===== src/design/iafp_pkg.sv =====
// Package for the IMU angle frame parser: word types, frame record, shared constants.
// Depends on nothing; every other design file but iafp_stream_if uses it by scoped names.
package iafp_pkg;

	localparam int unsigned PAYLOAD_BYTES = 6;
	localparam int unsigned QUEUE_DEPTH   = 2;

	localparam logic [7:0] HDR_FIRST = 8'h55;
	localparam logic [7:0] HDR_ANGLE = 8'h53;

	localparam logic [3:0] POS_HUNT       = 4'd0;
	localparam logic [3:0] POS_HDR        = 4'd1;
	localparam logic [3:0] POS_FIRST_DATA = 4'd2;
	localparam logic [3:0] POS_CHECK      = 4'd10;

	localparam logic STATUS_OK     = 1'b0;
	localparam logic STATUS_CSUM_ERR = 1'b1;

	typedef struct packed {
		logic [7:0] rx_byte;
	} in_item_t;

	typedef struct packed {
		logic               status;
		logic signed [15:0] roll_deg_q7;
		logic signed [15:0] pitch_deg_q7;
		logic signed [15:0] yaw_deg_q7;
	} result_t;

	// Completed frame handed from the parser to the converter.
	typedef struct packed {
		logic                           status;
		logic [PAYLOAD_BYTES-1:0][7:0]  payload;
	} frame_t;

endpackage


===== src/design/iafp_stream_if.sv =====
// Valid/ready stream interface used for the byte input and the result output.
// Depends on nothing; the payload type is a parameter.
interface iafp_stream_if #(
	parameter type payload_t = logic [7:0]
);
	logic     valid;
	logic     ready;
	payload_t data;

	modport source (output valid, output data, input ready);
	modport sink   (input valid, input data, output ready);
endinterface


===== src/design/iafp_back.sv =====
// Back end: converts a frame record to Q7 degree angles and holds the result word.
// Depends on iafp_pkg and iafp_stream_if.
module iafp_back (
	input  logic              clk,
	input  logic              arst_n,
	input  logic              pop_valid,
	input  iafp_pkg::frame_t  pop_data,
	output logic              pop_ready,
	iafp_stream_if.source     out_ch
);

	localparam logic [7:0]  ANGLE_SCALE  = 8'd180;
	localparam logic [15:0] ANGLE_OFFSET = 16'd23040;

	// floor(raw * 180 / 256) through the offset value raw + 32768
	function automatic logic signed [15:0] angle_q7(input logic [7:0] lo, input logic [7:0] hi);
		logic [15:0] biased;
		logic [23:0] prod;
		biased = {~hi[7], hi[6:0], lo};
		prod   = biased * ANGLE_SCALE;
		return $signed(prod[23:8] - ANGLE_OFFSET);
	endfunction

	logic              valid_q;
	iafp_pkg::result_t result_q;
	iafp_pkg::result_t result_d;
	logic              load;

	assign pop_ready = !valid_q || out_ch.ready;
	assign load      = pop_valid && pop_ready;

	always_comb begin
		result_d.status = pop_data.status;
		if (pop_data.status == iafp_pkg::STATUS_OK) begin
			result_d.roll_deg_q7  = angle_q7(pop_data.payload[0], pop_data.payload[1]);
			result_d.pitch_deg_q7 = angle_q7(pop_data.payload[2], pop_data.payload[3]);
			result_d.yaw_deg_q7   = angle_q7(pop_data.payload[4], pop_data.payload[5]);
		end else begin
			result_d.roll_deg_q7  = '0;
			result_d.pitch_deg_q7 = '0;
			result_d.yaw_deg_q7   = '0;
		end
	end

	always_ff @(posedge clk or negedge arst_n) begin
		if (!arst_n) begin
			valid_q <= 1'b0;
		end else if (pop_ready) begin
			valid_q <= pop_valid;
		end
	end

	always_ff @(posedge clk) begin
		if (load) begin
			result_q <= result_d;
		end
	end

	assign out_ch.valid = valid_q;
	assign out_ch.data  = result_q;

endmodule


===== src/flat_wrapper.sv =====
// flat-port wrapper written by rule: the top's interface ports become plain ports
module iafp_back_flat 
  (clk, arst_n, pop_valid, pop_data, pop_ready, out_ch_valid, out_ch_data, out_ch_ready);
  iafp_stream_if out_ch_i ();
  input  logic clk;
  input  logic arst_n;
  input  logic pop_valid;
  input  iafp_pkg::frame_t pop_data;
  output logic pop_ready;
  output wire logic [$bits(out_ch_i.valid)-1:0] out_ch_valid;
  output wire logic [$bits(out_ch_i.data)-1:0] out_ch_data;
  input wire logic [$bits(out_ch_i.ready)-1:0] out_ch_ready;
  assign out_ch_valid = out_ch_i.valid;
  assign out_ch_data = out_ch_i.data;
  assign out_ch_i.ready = out_ch_ready;
  iafp_back u_core (.clk(clk), .arst_n(arst_n), .pop_valid(pop_valid), .pop_data(pop_data), .pop_ready(pop_ready), .out_ch(out_ch_i));
endmodule

===== config.mk =====
export PLATFORM = sky130hd
export DESIGN_NAME = iafp_back_flat
export DESIGN_NICKNAME = d
export VERILOG_FILES = /design/src/design/iafp_pkg.sv /design/src/design/iafp_stream_if.sv /design/src/design/iafp_back.sv /design/src/flat_wrapper.sv
export SDC_FILE = /design/constraint.sdc
export NUM_CORES = 1
export LEC_CHECK = 0
export BUFFER_PORTS_ARGS = -buffer_cell sky130_fd_sc_hd__buf_2
export CAP_MARGIN = 15
export CORE_MARGIN = 4
export CORE_UTILIZATION = 30
export CTS_CLUSTER_DIAMETER = 60
export DETAILED_ROUTE_END_ITERATION = 7
export PLACE_DENSITY = 0.56
export SLEW_MARGIN = 30
export SYNTH_ARGS = -nofsm -noshare
export SYNTH_HDL_FRONTEND = slang
export SYNTH_SLANG_ARGS = --single-unit

===== constraint.sdc =====
create_clock -name clk -period 2.15 [get_ports clk]
set_input_delay 0.215 -clock clk [delete_from_list [all_inputs] [get_ports clk]]
set_output_delay 0.215 -clock clk [all_outputs]
set_load 0.01 [all_outputs]

==> flow_metrics.env <==
export IMPL_h_tree_depth=1
export IMPL_worst_slack_ns=-0.736
export IMPL_grt_pass1_vias=1240
export IMPL_setup_viol=8
export IMPL_p_leak_nw=1.00
export IMPL_path_cells="buf_8 > ha_4 > fa_1 > inv_1 > fa_1 > inv_1 > ha_2 > or3_1 > o221a_4 > a221oi_2 > xor2_1 > nor2_1"
export IMPL_die_w_um=75.3
export IMPL_p_per_area_nw_per_um2=853
export IMPL_drive_gt1_share_pct=44.6
export IMPL_rsz0062_at_grt="true"
export IMPL_dp_cells=240
export IMPL_grt_max_degree=9
export IMPL_finalSetupTns_ns=-4.41
export IMPL_crit_path_start_kind="primary input"
export IMPL_clk_path_buf_depth=2
export IMPL_clock_latency_ns=0.23
export IMPL_gp_congestion=0.882
export IMPL_antenna_cells=0
export IMPL_post_route_min_period_ns=2.89
export IMPL_ant_nets=0
export IMPL_instances_no_fill=247
export IMPL_violations="negative setup slack"
export IMPL_rows=24
export IMPL_ir_worst_vdd_uv=259
export IMPL_cp_max_fo=5
export IMPL_cp_buffers_inverters=3
export IMPL_cts_tree="built"
export IMPL_die_h_um=75.3
export IMPL_max_stage_delay_ns=0.50
export IMPL_synth_async_reset_ratio_pct=11.1
export IMPL_ys_ff_latch=9
export IMPL_cts_buffers=3
export IMPL_cp_required_ns=2.13
export IMPL_critPathTopFamily="adder cells"
export IMPL_grt_usage_pct=11.5
export IMPL_hold_viol=0
export IMPL_yosys_cell_types_count=29
export IMPL_worstMarginPinSlew_ns=0.363
export IMPL_drv_slew=0
export IMPL_detail_route_wl_per_cell_um=11.8
export IMPL_layout_cells_most_common_list="inv_1 (35), buf_4 (28), buf_2 (23), fa_1 (15), ha_4 (12)"
export IMPL_dp_hpwl_mm=2.63
export IMPL_fin_crit_sh_pct=134
export IMPL_cts_sinks=9
export IMPL_slowest_stage="fa_1"
export IMPL_postLayoutCellArea_sq_um=2060
export IMPL_clk_pin_slew_ns=0.04
export IMPL_status="finished with violations"
export IMPL_areaGrowthSynthToFinish_pct=51.6
export IMPL_dpl_cell_area_sq_um=1890
export IMPL_synth_cells=135
export IMPL_max_clock_freq_mhz=346
export IMPL_start_util_pct=31.0
export IMPL_post_route_util_pct=47.0
export IMPL_fin_nets=287
export IMPL_io_buffer_count=28
export IMPL_drc=0
export IMPL_layout_cells_most_common="inv_1"
export IMPL_cp_end_kind="flop"
export IMPL_grt_antenna_before_repair=0
export IMPL_grt_pass1_wl_mm=5.14
export IMPL_syn_cell_area_sq_um=1360
export IMPL_synth_enable_flop_cells=8
export IMPL_drtPass1Iterations=4
export IMPL_cp_data_arrival_time_ns=2.87
export IMPL_ys_flop_type="edfxtp_1"
export IMPL_coreArea_sq_um=4380
export IMPL_grt_ovfl_total=0
export IMPL_fill_cells=416
export IMPL_viasPerCell=4.35
export IMPL_hp_class="in2reg"
export IMPL_syn_avg_cell_area_sq_um=10.1
export IMPL_die_area_sq_um=5670
export IMPL_clockRootBuffer="clkbuf_8"
export IMPL_timing_hold_ws_ns=0.190
export IMPL_finalClockSkew_ns=0.00120
export IMPL_synth_nets=226
export IMPL_ys_seq_area_share_pct=19.5
export IMPL_drt_iter0_markers=25
export IMPL_p_total_mw=1.76
export IMPL_yosysWarnings=0
export IMPL_dr_total_vias=1075
export IMPL_criticalPathCategory="in2reg"
export IMPL_drt_wl_total_mm=2.90
export IMPL_io_pins=63
export IMPL_max_slew_margin_pct=75.8
export IMPL_drv_cap=0
export IMPL_dp_slack_ns=-1.06
## worst register-to-register path, cell delays in order, from the launching register on
cell and delay, ns:
dfrtp_1 0.37, nand2b_1 0.11, and2_1 0.36
## path summary, 6_finish.rpt
path	startpoint	cells after the start	end	slack, ns
min	pop_valid	2	u_core.out_ch.valid$_DFFE_PN0N_	0.19
min in group asynchronous	arst_n	2	u_core.out_ch.valid$_DFFE_PN0N_	0.28
max	pop_data[37]	12	u_core.out_ch.data[6]$_SDFFCE_PP0P_	-0.74
min reg2reg	u_core.out_ch.valid$_DFFE_PN0N_	2	u_core.out_ch.valid$_DFFE_PN0N_	0.54
max reg2reg	u_core.out_ch.valid$_DFFE_PN0N_	2	u_core.out_ch.data[7]$_SDFFCE_PP0P_	0.97
max in group asynchronous	arst_n	2	u_core.out_ch.valid$_DFFE_PN0N_	1.78
## flip-flops by register name, summed over array words and instances (netlist names)
name and cells:
u_core.out_ch.data 8, u_core.out_ch.valid 1
## layer usage
layer / share of wire [%] / GRT usage [%]
met5: 0 / 0
met4: 1.1 / 3.69
met3: 4.0 / 0.396
met2: 53 / 22.6
met1: 41 / 13.3
## Yosys cell counts (3+ instances only)
cell      number  area [sq um]
fa_1          16           320
nor2_1         5          18.8
inv_1         39           146
ha_1          22           275
xor2_1         4          35.0
a21o_1         3          22.5
xnor2_1        7          61.3
edfxtp_1       8           240
a21oi_1        4          20.0
## logic make-up (layout without fill, tap and decap cells)
logic type	after synthesis	after routing	share of synthesized area, %
AO/OA/AOI/OAI	16	16	9.11
XOR/XNOR	11	11	7.08
adder cells (fa/ha/maj)	38	38	43.8
buffers and inverters	40	100	11.5
flip-flops	9	9	19.5
AND/OR/NAND/NOR	21	21	9.02
## layout make-up
type	instances	area [sq um]	share of cell area [%]
flip-flops and latches	9	265	12.9
inverters	39	146	7.10
multi-input cells	86	1140	55.3
well taps	52	65.1	3.16
repair buffers	57	399	19.4
clock buffers	4	45.0	2.18
## timing repair
| action | 4_1_cts | 5_1_grt |
|---|---|---|
| pin swaps | 11 | 7 |
| resized for setup | 21 | 3 |
| endpoints found under the setup margin | 8 | 8 |
| hold buffers | 1 | 0 |
| buffers inserted | 2 | 0 |
| hold endpoints to repair | 1 | 0 |
## report_power, final
part	internal, mW	total [mW]	leakage, nW	switching, mW
sequential	0.252	0.261	0.0892	0.00832
clock	0.129	0.190	0.0228	0.0617
combinational	0.696	1.31	0.892	0.612
total	1.08	1.76	1.00	0.682
No activity file was read; power rests on OpenSTA's default activity.
