File: config.mk
export PLATFORM = sky130hd
export DESIGN_NAME = iafp_queue
export DESIGN_NICKNAME = d
export VERILOG_FILES = /design/src/design/iafp_pkg.sv /design/src/design/iafp_queue.sv
export SDC_FILE = /design/constraint.sdc
export NUM_CORES = 1
export LEC_CHECK = 0
export BUFFER_PORTS_ARGS = -buffer_cell sky130_fd_sc_hd__buf_2
export CAP_MARGIN = 15
export CORE_ASPECT_RATIO = 0.6
export CORE_MARGIN = 1
export CORE_UTILIZATION = 56
export CTS_CLUSTER_DIAMETER = 200
export DETAILED_ROUTE_END_ITERATION = 8
export PLACE_DENSITY = 0.84
export REMOVE_ABC_BUFFERS = 1
export SLEW_MARGIN = 10
export SYNTH_ARGS = -nofsm -noshare
export SYNTH_HDL_FRONTEND = slang
export SYNTH_SLANG_ARGS = --single-unit
File: constraint.sdc
create_clock -name clk -period 6.2 [get_ports clk]
set_input_delay 1.24 -clock clk [delete_from_list [all_inputs] [get_ports clk]]
set_output_delay 1.24 -clock clk [all_outputs]
set_load 0.05 [all_outputs]
File: src/design/iafp_pkg.sv
// Package for the IMU angle frame parser: word types, frame record, shared constants.
// Depends on nothing; every other design file but iafp_stream_if uses it by scoped names.
package iafp_pkg;

	localparam int unsigned PAYLOAD_BYTES = 6;
	localparam int unsigned QUEUE_DEPTH   = 2;

	localparam logic [7:0] HDR_FIRST = 8'h55;
	localparam logic [7:0] HDR_ANGLE = 8'h53;

	localparam logic [3:0] POS_HUNT       = 4'd0;
	localparam logic [3:0] POS_HDR        = 4'd1;
	localparam logic [3:0] POS_FIRST_DATA = 4'd2;
	localparam logic [3:0] POS_CHECK      = 4'd10;

	localparam logic STATUS_OK     = 1'b0;
	localparam logic STATUS_CSUM_ERR = 1'b1;

	typedef struct packed {
		logic [7:0] rx_byte;
	} in_item_t;

	typedef struct packed {
		logic               status;
		logic signed [15:0] roll_deg_q7;
		logic signed [15:0] pitch_deg_q7;
		logic signed [15:0] yaw_deg_q7;
	} result_t;

	// Completed frame handed from the parser to the converter.
	typedef struct packed {
		logic                           status;
		logic [PAYLOAD_BYTES-1:0][7:0]  payload;
	} frame_t;

endpackage

File: src/design/iafp_queue.sv
// Short frame queue between parser and converter.
// Depends on iafp_pkg for the frame record type.
module iafp_queue #(
	parameter int unsigned DEPTH = iafp_pkg::QUEUE_DEPTH
) (
	input  logic              clk,
	input  logic              arst_n,
	input  logic              push_valid,
	input  iafp_pkg::frame_t  push_data,
	output logic              push_ready,
	output logic              pop_valid,
	output iafp_pkg::frame_t  pop_data,
	input  logic              pop_ready
);

	localparam int unsigned PTR_W = $clog2(DEPTH);
	localparam int unsigned CNT_W = $clog2(DEPTH + 1);

	iafp_pkg::frame_t entry_q [DEPTH];
	logic [PTR_W-1:0] wr_ptr_q;
	logic [PTR_W-1:0] rd_ptr_q;
	logic [CNT_W-1:0] count_q;
	logic             do_push;
	logic             do_pop;

	assign push_ready = (count_q != CNT_W'(DEPTH));
	assign pop_valid  = (count_q != '0);
	assign pop_data   = entry_q[rd_ptr_q];
	assign do_push    = push_valid && push_ready;
	assign do_pop     = pop_valid && pop_ready;

	always_ff @(posedge clk or negedge arst_n) begin
		if (!arst_n) begin
			wr_ptr_q <= '0;
			rd_ptr_q <= '0;
			count_q  <= '0;
		end else begin
			if (do_push) begin
				wr_ptr_q <= (wr_ptr_q == PTR_W'(DEPTH - 1)) ? '0 : wr_ptr_q + 1'b1;
			end
			if (do_pop) begin
				rd_ptr_q <= (rd_ptr_q == PTR_W'(DEPTH - 1)) ? '0 : rd_ptr_q + 1'b1;
			end
			if (do_push && !do_pop) begin
				count_q <= count_q + 1'b1;
			end else if (do_pop && !do_push) begin
				count_q <= count_q - 1'b1;
			end
		end
	end

	always_ff @(posedge clk) begin
		if (do_push) begin
			entry_q[wr_ptr_q] <= push_data;
		end
	end

endmodule

==> impl_metrics.toml, run 1 <==
[outcome]
status = "finished clean"

[routing]
routed.top_layer = "met4"
drt-met1-wl_mm = 2.83
drt_wl_total_mm = 6.27
wl_per_cell_um = 16.9
firstDrtPassIters = 4
drt_iter0_markers = 78
vias = 1872
post-route-drc-count = 0
wl_met3_um = 613
detail-route-antenna-nets = 0
via_per_inst = 5.05
wl_met2_mm = 2.77

[worst_setup_path]
crit_required_ps = 4960
r2r_cells = 4
reg2reg_from = "count_q[0]"
worstPathCellList = "mux2_4 > buf_2"
startpoint_type = "flip-flop"
critPathKind = "reg2out"
r2r-end = "entry_q[0][45]"
critPathArrivalTime_ps = 1990
worst-path-max-fanout = 50
slowest_delay_ps = 1060
worst_path_max_delay_cell = "dfrtp_4"
cp-end-kind = "output port"
r2r_setup_slack_ps = 4130

[global_route]
grt_pass1_wl_mm = 9.57
grt_pass1_vias = 1880
antenna_found_initial = 0
overflow = 0
grt_usage = 0.178
grt_max_degree = 51

[hold_path]
whs_path_depth = 1
min_from = "count_q[1]"
hold_end = "count_q[1]"
hold_class = "reg2reg"

[clock_network]
worstSkewPairLatency_ps = 340
htreeDepth = 3
cts_num_sinks = 102
cts-root-buf = "clkbuf_16"
cts_tree = "yes"
cts_buffer_depth = 2
postCtsSetupBuffers = 0
ctsResizeCount = 0
numCtsBuffers = 9
holdBufCountCts = 0
clkTransAtPathRegs_ps = 60

[floorplan]
core_area_sq_mm = 0.00676
initial_utilization = 0.589
die_y_um = 67.3
die_x_um = 111
die-area_sq_mm = 0.00747
pin_count = 104
fp-row-count = 23

[yosys]
yosysMostFrequentCell = "edfxtp_1"
netlist_top_cells_count = "edfxtp_1 (98), mux2_4 (49), buf_12 (5), dfrtp_1 (4), xnor2_1 (3)"
synthDistinctLibCells = 14
synth_top_area_frac = 0.739
netlist_top_cells_area = "edfxtp_1 (74%), mux2_4 (18%), buf_12 (2.5%)"
ys_warn_count = 0
ys_seq_area_frac = 0.764
async_flop_share = 0.0392
syn_inst = 171
syn-cell-area_sq_mm = 0.00398
synth_area_per_cell_sq_um = 23.3
synth-edff-count = 98
synth_flop_cell = "edfxtp_1"
ys_ff_latch = 102
synth.largest_area_cell = "edfxtp_1"

[sta]
fin_crit_sh = 0.521
hold_viol_final = 0
final_max_slew_viol_count = 0
fmax_ghz = 0.309
finalWorstSetupSlack_ps = 2970
period_needed_ps = 3230
fin_tns_setup_ps = 0
worst_hold_slack_ps = 481
worstMarginPinSlew_ps = 940
grt_setup_unrepaired = "false"
fin_skew_ps = 5.66
setup_viol = 0
slew_headroom = 0.373

[placement]
pre_cts_ws_ps = 3320
place_hpwl_mm = 4.03
gp_congestion = 0.701
portBuffers = 103

[finish]
fill_cells = 430
layout-drive-gt1-share = 0.599
final_util = 0.719
syn_to_final_growth_pct = 22.1
diodes = 0
fin_nets = 335

[run]
maxCapViolations = 0

[power]
power.density_mw_per_mm2 = 581
ir_drop_uv = 368
p_leak_nw = 1.98
critical path: cells and delay by family (launching register included):
family / cells / cell delay, ps
buf+inv: 1 / 210
flops: 1 / 1060
mux: 1 / 370
state kept, by name, indices dropped and copies added, names as in the netlist:
register  cells
entry_q      98
rd_ptr_q      1
wr_ptr_q      1
count_q       2
cells by family after synthesis:
family                     share of synthesized area
muxes                                          0.185
xor gates and xnor gates                      0.0110
and+or+nand+nor                              0.00848
adders and majority gates                    0.00314
DFF                                            0.764
buffers and inverters                         0.0289
routing by layer:
metal,vias to the layer above,global-route usage
met4,0,0.0700
met2,86,0.270
li1,883,-
met1,896,0.228
met3,7,0.0790
met5,-,0
cell usage in the layout (no fill, tap or decap), drive strengths merged:
cell type and instances:
bufinv 3, and3 1, edfxtp 98, clkbuf 10
nand2b 1, buf 105, nand2 2, clkinvlp 1
dfrtp 4, ha 1, inv 1, mux2 49
nor2 2, or2 1, xnor2 3, xor2 2
report_power, final:
part | internal [mW] | total (mW) | switching [mW] | leakage [nW]
sequential | 0.945 | 1.08 | 0.135 | 0.956
combinational | 0.394 | 1.14 | 0.743 | 0.870
clock | 0.390 | 0.611 | 0.221 | 0.155
final cells by class:
cell class	count	area, sq um	share of cell area
tap	87	109	0.0224
clock inverter	4	97.6	0.0201
inverter	1	3.75	0.000772
sequential	102	3050	0.626
timing repair buffer	105	543	0.112
multi-input combinational	62	835	0.172
clock buffer	10	229	0.0471
metrics by stage:
step / instance area [sq um] / power (mW) / cells
after detailed placement: 4520 / 2.23 / 356
after global placement: 4520 / 2.22 / 356
after global routing: 4860 / 2.93 / 371
after CTS: 4840 / 2.84 / 370
final: 4860 / 2.83 / 371
after floorplan: 3870 / 2.02 / 165
worst max path at each step:
stage | depth (start not counted) | from | end | slack, ps
6_report | 2 | rd_ptr_q | pop_data[16] | 2970
5_1_grt | 2 | rd_ptr_q | pop_data[16] | 2900
4_1_cts | 2 | rd_ptr_q | pop_data[16] | 2950
3_5_place_dp | 2 | rd_ptr_q | pop_data[16] | 3320
3_3_place_gp | 4 | push_valid | entry_q[0][41] | 3310
2_1_floorplan | 2 | push_valid | entry_q[0][0] | 2330
No activity file was read; power rests on OpenSTA's default activity.
==> run 2: changes to the inputs <==
- CORE_UTILIZATION: 56 -> 52
- PLACE_DENSITY: 0.84 -> 0.79
- clock period: 6.2 -> 3 ns (I/O delays scaled with it)
==> run 2 against run 1 <==
  * Wire length up 0.70%
  * Clock power increased by 65%
  * Critical endpoint is now pop_data[44]
  * Critical path type unchanged
  * Largest power group unchanged
  * Die area is 7.5% higher
  * Sequential power rose by 100%
==> impl_metrics.toml, run 2 (synthesis results as in run 1) <==
[outcome]
status = "finished clean"

[global_route]
grt_pass1_wl_mm = 9.89
antenna_found_initial = 0
grt_max_degree = 50
overflow = 0
grt_usage = 0.175
grt_pass1_vias = 1980

[clock_network]
cts_buffer_depth = 2
worstSkewPairLatency_ps = 340
cts_tree = "yes"
holdBufCountCts = 0
ctsResizeCount = 0
clkTransAtPathRegs_ps = 60
cts_num_sinks = 102
cts-root-buf = "clkbuf_16"
htreeDepth = 3
postCtsSetupBuffers = 0
numCtsBuffers = 9

[floorplan]
die-area_sq_mm = 0.00803
initial_utilization = 0.544
die_y_um = 69.8
pin_count = 104
core_area_sq_mm = 0.00733
fp-row-count = 24
die_x_um = 115

[routing]
detail-route-antenna-nets = 0
post-route-drc-count = 0
vias = 1884
wl_per_cell_um = 16.3
drt_wl_total_mm = 6.32
firstDrtPassIters = 5
via_per_inst = 4.86
drt_iter0_markers = 105

[finish]
top_regs = "entry_q: 98 flops, count_q: 2 flops"
syn_to_final_growth_pct = 21.3
layout-drive-gt1-share = 0.602
fill_cells = 520
diodes = 0
fin_nets = 336
ff_latch_area_sq_mm = 0.00305
largest_reg_flops = 98
multiInputGateArea_sq_um = 835
final_util = 0.659
layout_common_cells = "buf_2 (103), edfxtp_1 (98), mux2_4 (49)"
layout_commonest_cell = "buf_2"
regMostFlops = "entry_q"

[run]
maxCapViolations = 0

[power]
p_leak_nw = 1.95
ir_drop_uv = 704
power.density_mw_per_mm2 = 1160
total_power_mw = 5.60

[sta]
worstMarginPinSlew_ps = 663
setup_viol = 0
fmax_ghz = 0.388
fin_skew_ps = 4.60
grt_setup_unrepaired = "false"
final_max_slew_viol_count = 0
slew_headroom = 0.558
fin_crit_sh = 0.859
hold_viol_final = 0
finalWorstSetupSlack_ps = 422
period_needed_ps = 2580

[worst_setup_path]
slowest_delay_ps = 800
startpoint_type = "flip-flop"
worstPathCellList = "buf_12 > mux2_4 > buf_2"
worst_path_max_delay_cell = "dfrtp_4"
worst-path-buf-inv = 2
reg2reg_from = "count_q[0]"
critPathArrivalTime_ps = 1980
critPathLaunch = "rd_ptr_q"
cp-end-kind = "output port"
critPathKind = "reg2out"
worst-path-max-fanout = 30
cp_top_family = "flip-flops"
crit_required_ps = 2400

[placement]
gp_congestion = 0.714
pre_cts_ws_ps = 769
portBuffers = 103

[hold_path]
hold_class = "in2async"
run 2: cell types whose count changed in the layout (fill, tap and decap cells not counted):
| cell | delta |
|---|---|
| bufinv_16 | -3 |
| clkinvlp_4 | +2 |
| buf_12 | +1 |
| clkbuf_1 | -1 |
| clkinv_2 | +1 |
run 2: layout make-up:
type | count | share of cell area
flip-flops and latches | 102 | 0.631
multi-input cells | 62 | 0.173
repair buffers | 106 | 0.117
clock buffers | 9 | 0.0466
well taps | 104 | 0.0269
clock inverters | 4 | 0.00570
inverters | 1 | 0.000777
run 2: path summary, 6_finish.rpt:
path / end / slack, ps / cells past startpoint
setup / recovery: pop_data[44] / 420 / 3
hold / removal: rd_ptr_q / 60 / 1
setup reg to reg: entry_q[0][21] / 1280 / 4
hold reg to reg: count_q[1] / 490 / 1
max in group asynchronous: rd_ptr_q / 2800 / 1
min in group clk: entry_q[0][3] / 440 / 1
run 2: per-layer routing:
| metal | vias to the layer above | GRT usage | wire length [um] |
|---|---|---|---|
| met2 | 87 | 0.248 | 2670 |
| li1 | 885 | - | - |
| met5 | - | 0 | 0 |
| met1 | 901 | 0.235 | 2980 |
| met4 | 0 | 0.0693 | 90 |
| met3 | 11 | 0.0795 | 576 |
run 2: worst register-to-register path, cell delays in order (launching register included):
cell	delay, ps
dfrtp_1	400
nand2b_1	160
nand2_1	140
nor2_4	100
buf_4	550
run 2: metrics by stage:
| step | TNS, ps | instance area [sq um] | std cells | hold WS, ps |
|---|---|---|---|---|
| after floorplan | -28810 | 3870 | 165 | 304 |
| after global placement | 0 | 4580 | 375 | 415 |
| after detailed placement | 0 | 4580 | 375 | 415 |
| after CTS | 0 | 4830 | 388 | 44.5 |
| after global routing | 0 | 4830 | 388 | 50.1 |
| final | 0 | 4830 | 388 | 58.3 |
run 2: where the power goes:
part           internal (mW)  total (mW)  switching (mW)
Combinational          0.823        2.44            1.62
Clock                  0.545        1.01           0.460
Sequential              1.96        2.16           0.204
Total                   3.32        5.60            2.28
==> run 3: changes to the inputs <==
- MAX_ROUTING_LAYER: not set -> met4
- RECOVER_POWER: not set -> 50
==> run 3 against run 2 <==
  * Wire length is 0.30% lower
  * Count of clock-buffer cells in the layout stayed put
  * Power is 0.27% lower
  * Critical path depth stayed put
  * Non-clock buffer count stayed put
==> impl_metrics.toml, run 3 (synthesis results as in run 1) <==
[outcome]
status = "finished clean"

[worst_setup_path]
critPathKind = "reg2out"
critPathLaunch = "rd_ptr_q"
worst_path_max_delay_cell = "dfrtp_4"
r2r-end = "entry_q[1][8]"
cp-end-kind = "output port"
r2r_setup_slack_ps = 920
crit_required_ps = 2400
crit_path_end = "pop_data[44]"
slowest_delay_ps = 800
worstPathCellList = "buf_12 > mux2_4 > buf_2"
worst-path-max-fanout = 30
startpoint_type = "flip-flop"
r2r_cells = 3
critPathArrivalTime_ps = 1980
reg2reg_from = "count_q[0]"

[global_route]
grt_usage = 0.181
overflow = 0
grt_pass1_vias = 1978
grt_max_degree = 50
antenna_found_initial = 0
grt_pass1_wl_mm = 9.89

[placement]
placed_cells = 375
pre_cts_ws_ps = 769
gp_congestion = 0.722
portBuffers = 103

[finish]
largest_reg_flops = 98
fin_nets = 336
final_util = 0.653
layout_common_cells = "edfxtp_1 (98), buf_2 (80), mux2_4 (49)"
syn_to_final_growth_pct = 20.2
top_regs = "entry_q: 98 flops, count_q: 2 flops"
layout_commonest_cell = "edfxtp_1"
regMostFlops = "entry_q"
layout-drive-gt1-share = 0.521
diodes = 0
final_cells = 388

[floorplan]
fp-row-count = 24
die_y_um = 69.8
die-area_sq_mm = 0.00803
die_x_um = 115
initial_utilization = 0.544
pin_count = 104
core_area_sq_mm = 0.00733

[hold_path]
hold_class = "in2async"

[routing]
wl_per_cell_um = 16.2
drt_iter0_markers = 116
vias = 1870
via_per_inst = 4.82
firstDrtPassIters = 4
post-route-drc-count = 0
drt_wl_total_mm = 6.30
detail-route-antenna-nets = 0

[power]
power.density_mw_per_mm2 = 1170
p_leak_nw = 1.88
ir_drop_uv = 704
total_power_mw = 5.59

[clock_network]
cts_num_sinks = 102
numCtsBuffers = 9
postCtsSetupBuffers = 0
cts_buffer_depth = 2
htreeDepth = 3
cts-root-buf = "clkbuf_16"
cts_tree = "yes"
clkTransAtPathRegs_ps = 60
ctsResizeCount = 0
holdBufCountCts = 0
worstSkewPairLatency_ps = 340

[sta]
hold_viol_final = 0
fin_crit_sh = 0.860
fmax_ghz = 0.388
finalWorstSetupSlack_ps = 420
worst_hold_slack_ps = 90.3
worstMarginPinSlew_ps = 1260
fin_skew_ps = 4.87
period_needed_ps = 2580
setup_viol = 0
slew_headroom = 0.158
final_max_slew_viol_count = 0
grt_setup_unrepaired = "false"

[run]
maxCapViolations = 0
run 3: per-stage QoR:
step | cell area [sq um] | TNS [ps]
4_1_cts | 4830 | 0
3_3_place_gp | 4580 | 0
6_report | 4790 | 0
5_1_grt | 4790 | 0
3_5_place_dp | 4580 | 0
2_1_floorplan | 3870 | -28810
run 3: final cells by class:
type                    instances  area, sq um
fillers                       534         2540
clock buffers                   9          225
well taps                     104          130
flip-flops and latches        102         3050
repair buffers                106          519
clock inverters                 4         27.5
multi-input cells              62          835
inverters                       1         3.75
run 3: per-layer routing:
layer | GRT usage | vias up | wire [um]
met5 | - | - | 0
li1 | - | 884 | -
met2 | 0.248 | 80 | 2700
met3 | 0.0778 | 11 | 574
met1 | 0.238 | 895 | 2930
met4 | 0.0693 | 0 | 89
run 3: power breakdown:
group	switching, mW	leakage [nW]	internal (mW)
clock network	0.458	0.115	0.545
logic	1.61	0.812	0.804
registers	0.204	0.956	1.96
run 3: worst min path at each step:
stage / slack [ps] / endpoint / cells past startpoint
detailed placement: 410 / count_q[0] / 1
floorplan: 300 / count_q[0] / 0
CTS: 40 / rd_ptr_q / 1
global route: 100 / rd_ptr_q / 1
global placement: 410 / rd_ptr_q / 1
finish: 90 / rd_ptr_q / 1
run 3: worst max-delay path, delay by kind of cell, from the launching register on:
family | cells | cell delay [ps]
buf+inv | 2 | 480
mux | 1 | 330
flops | 1 | 800
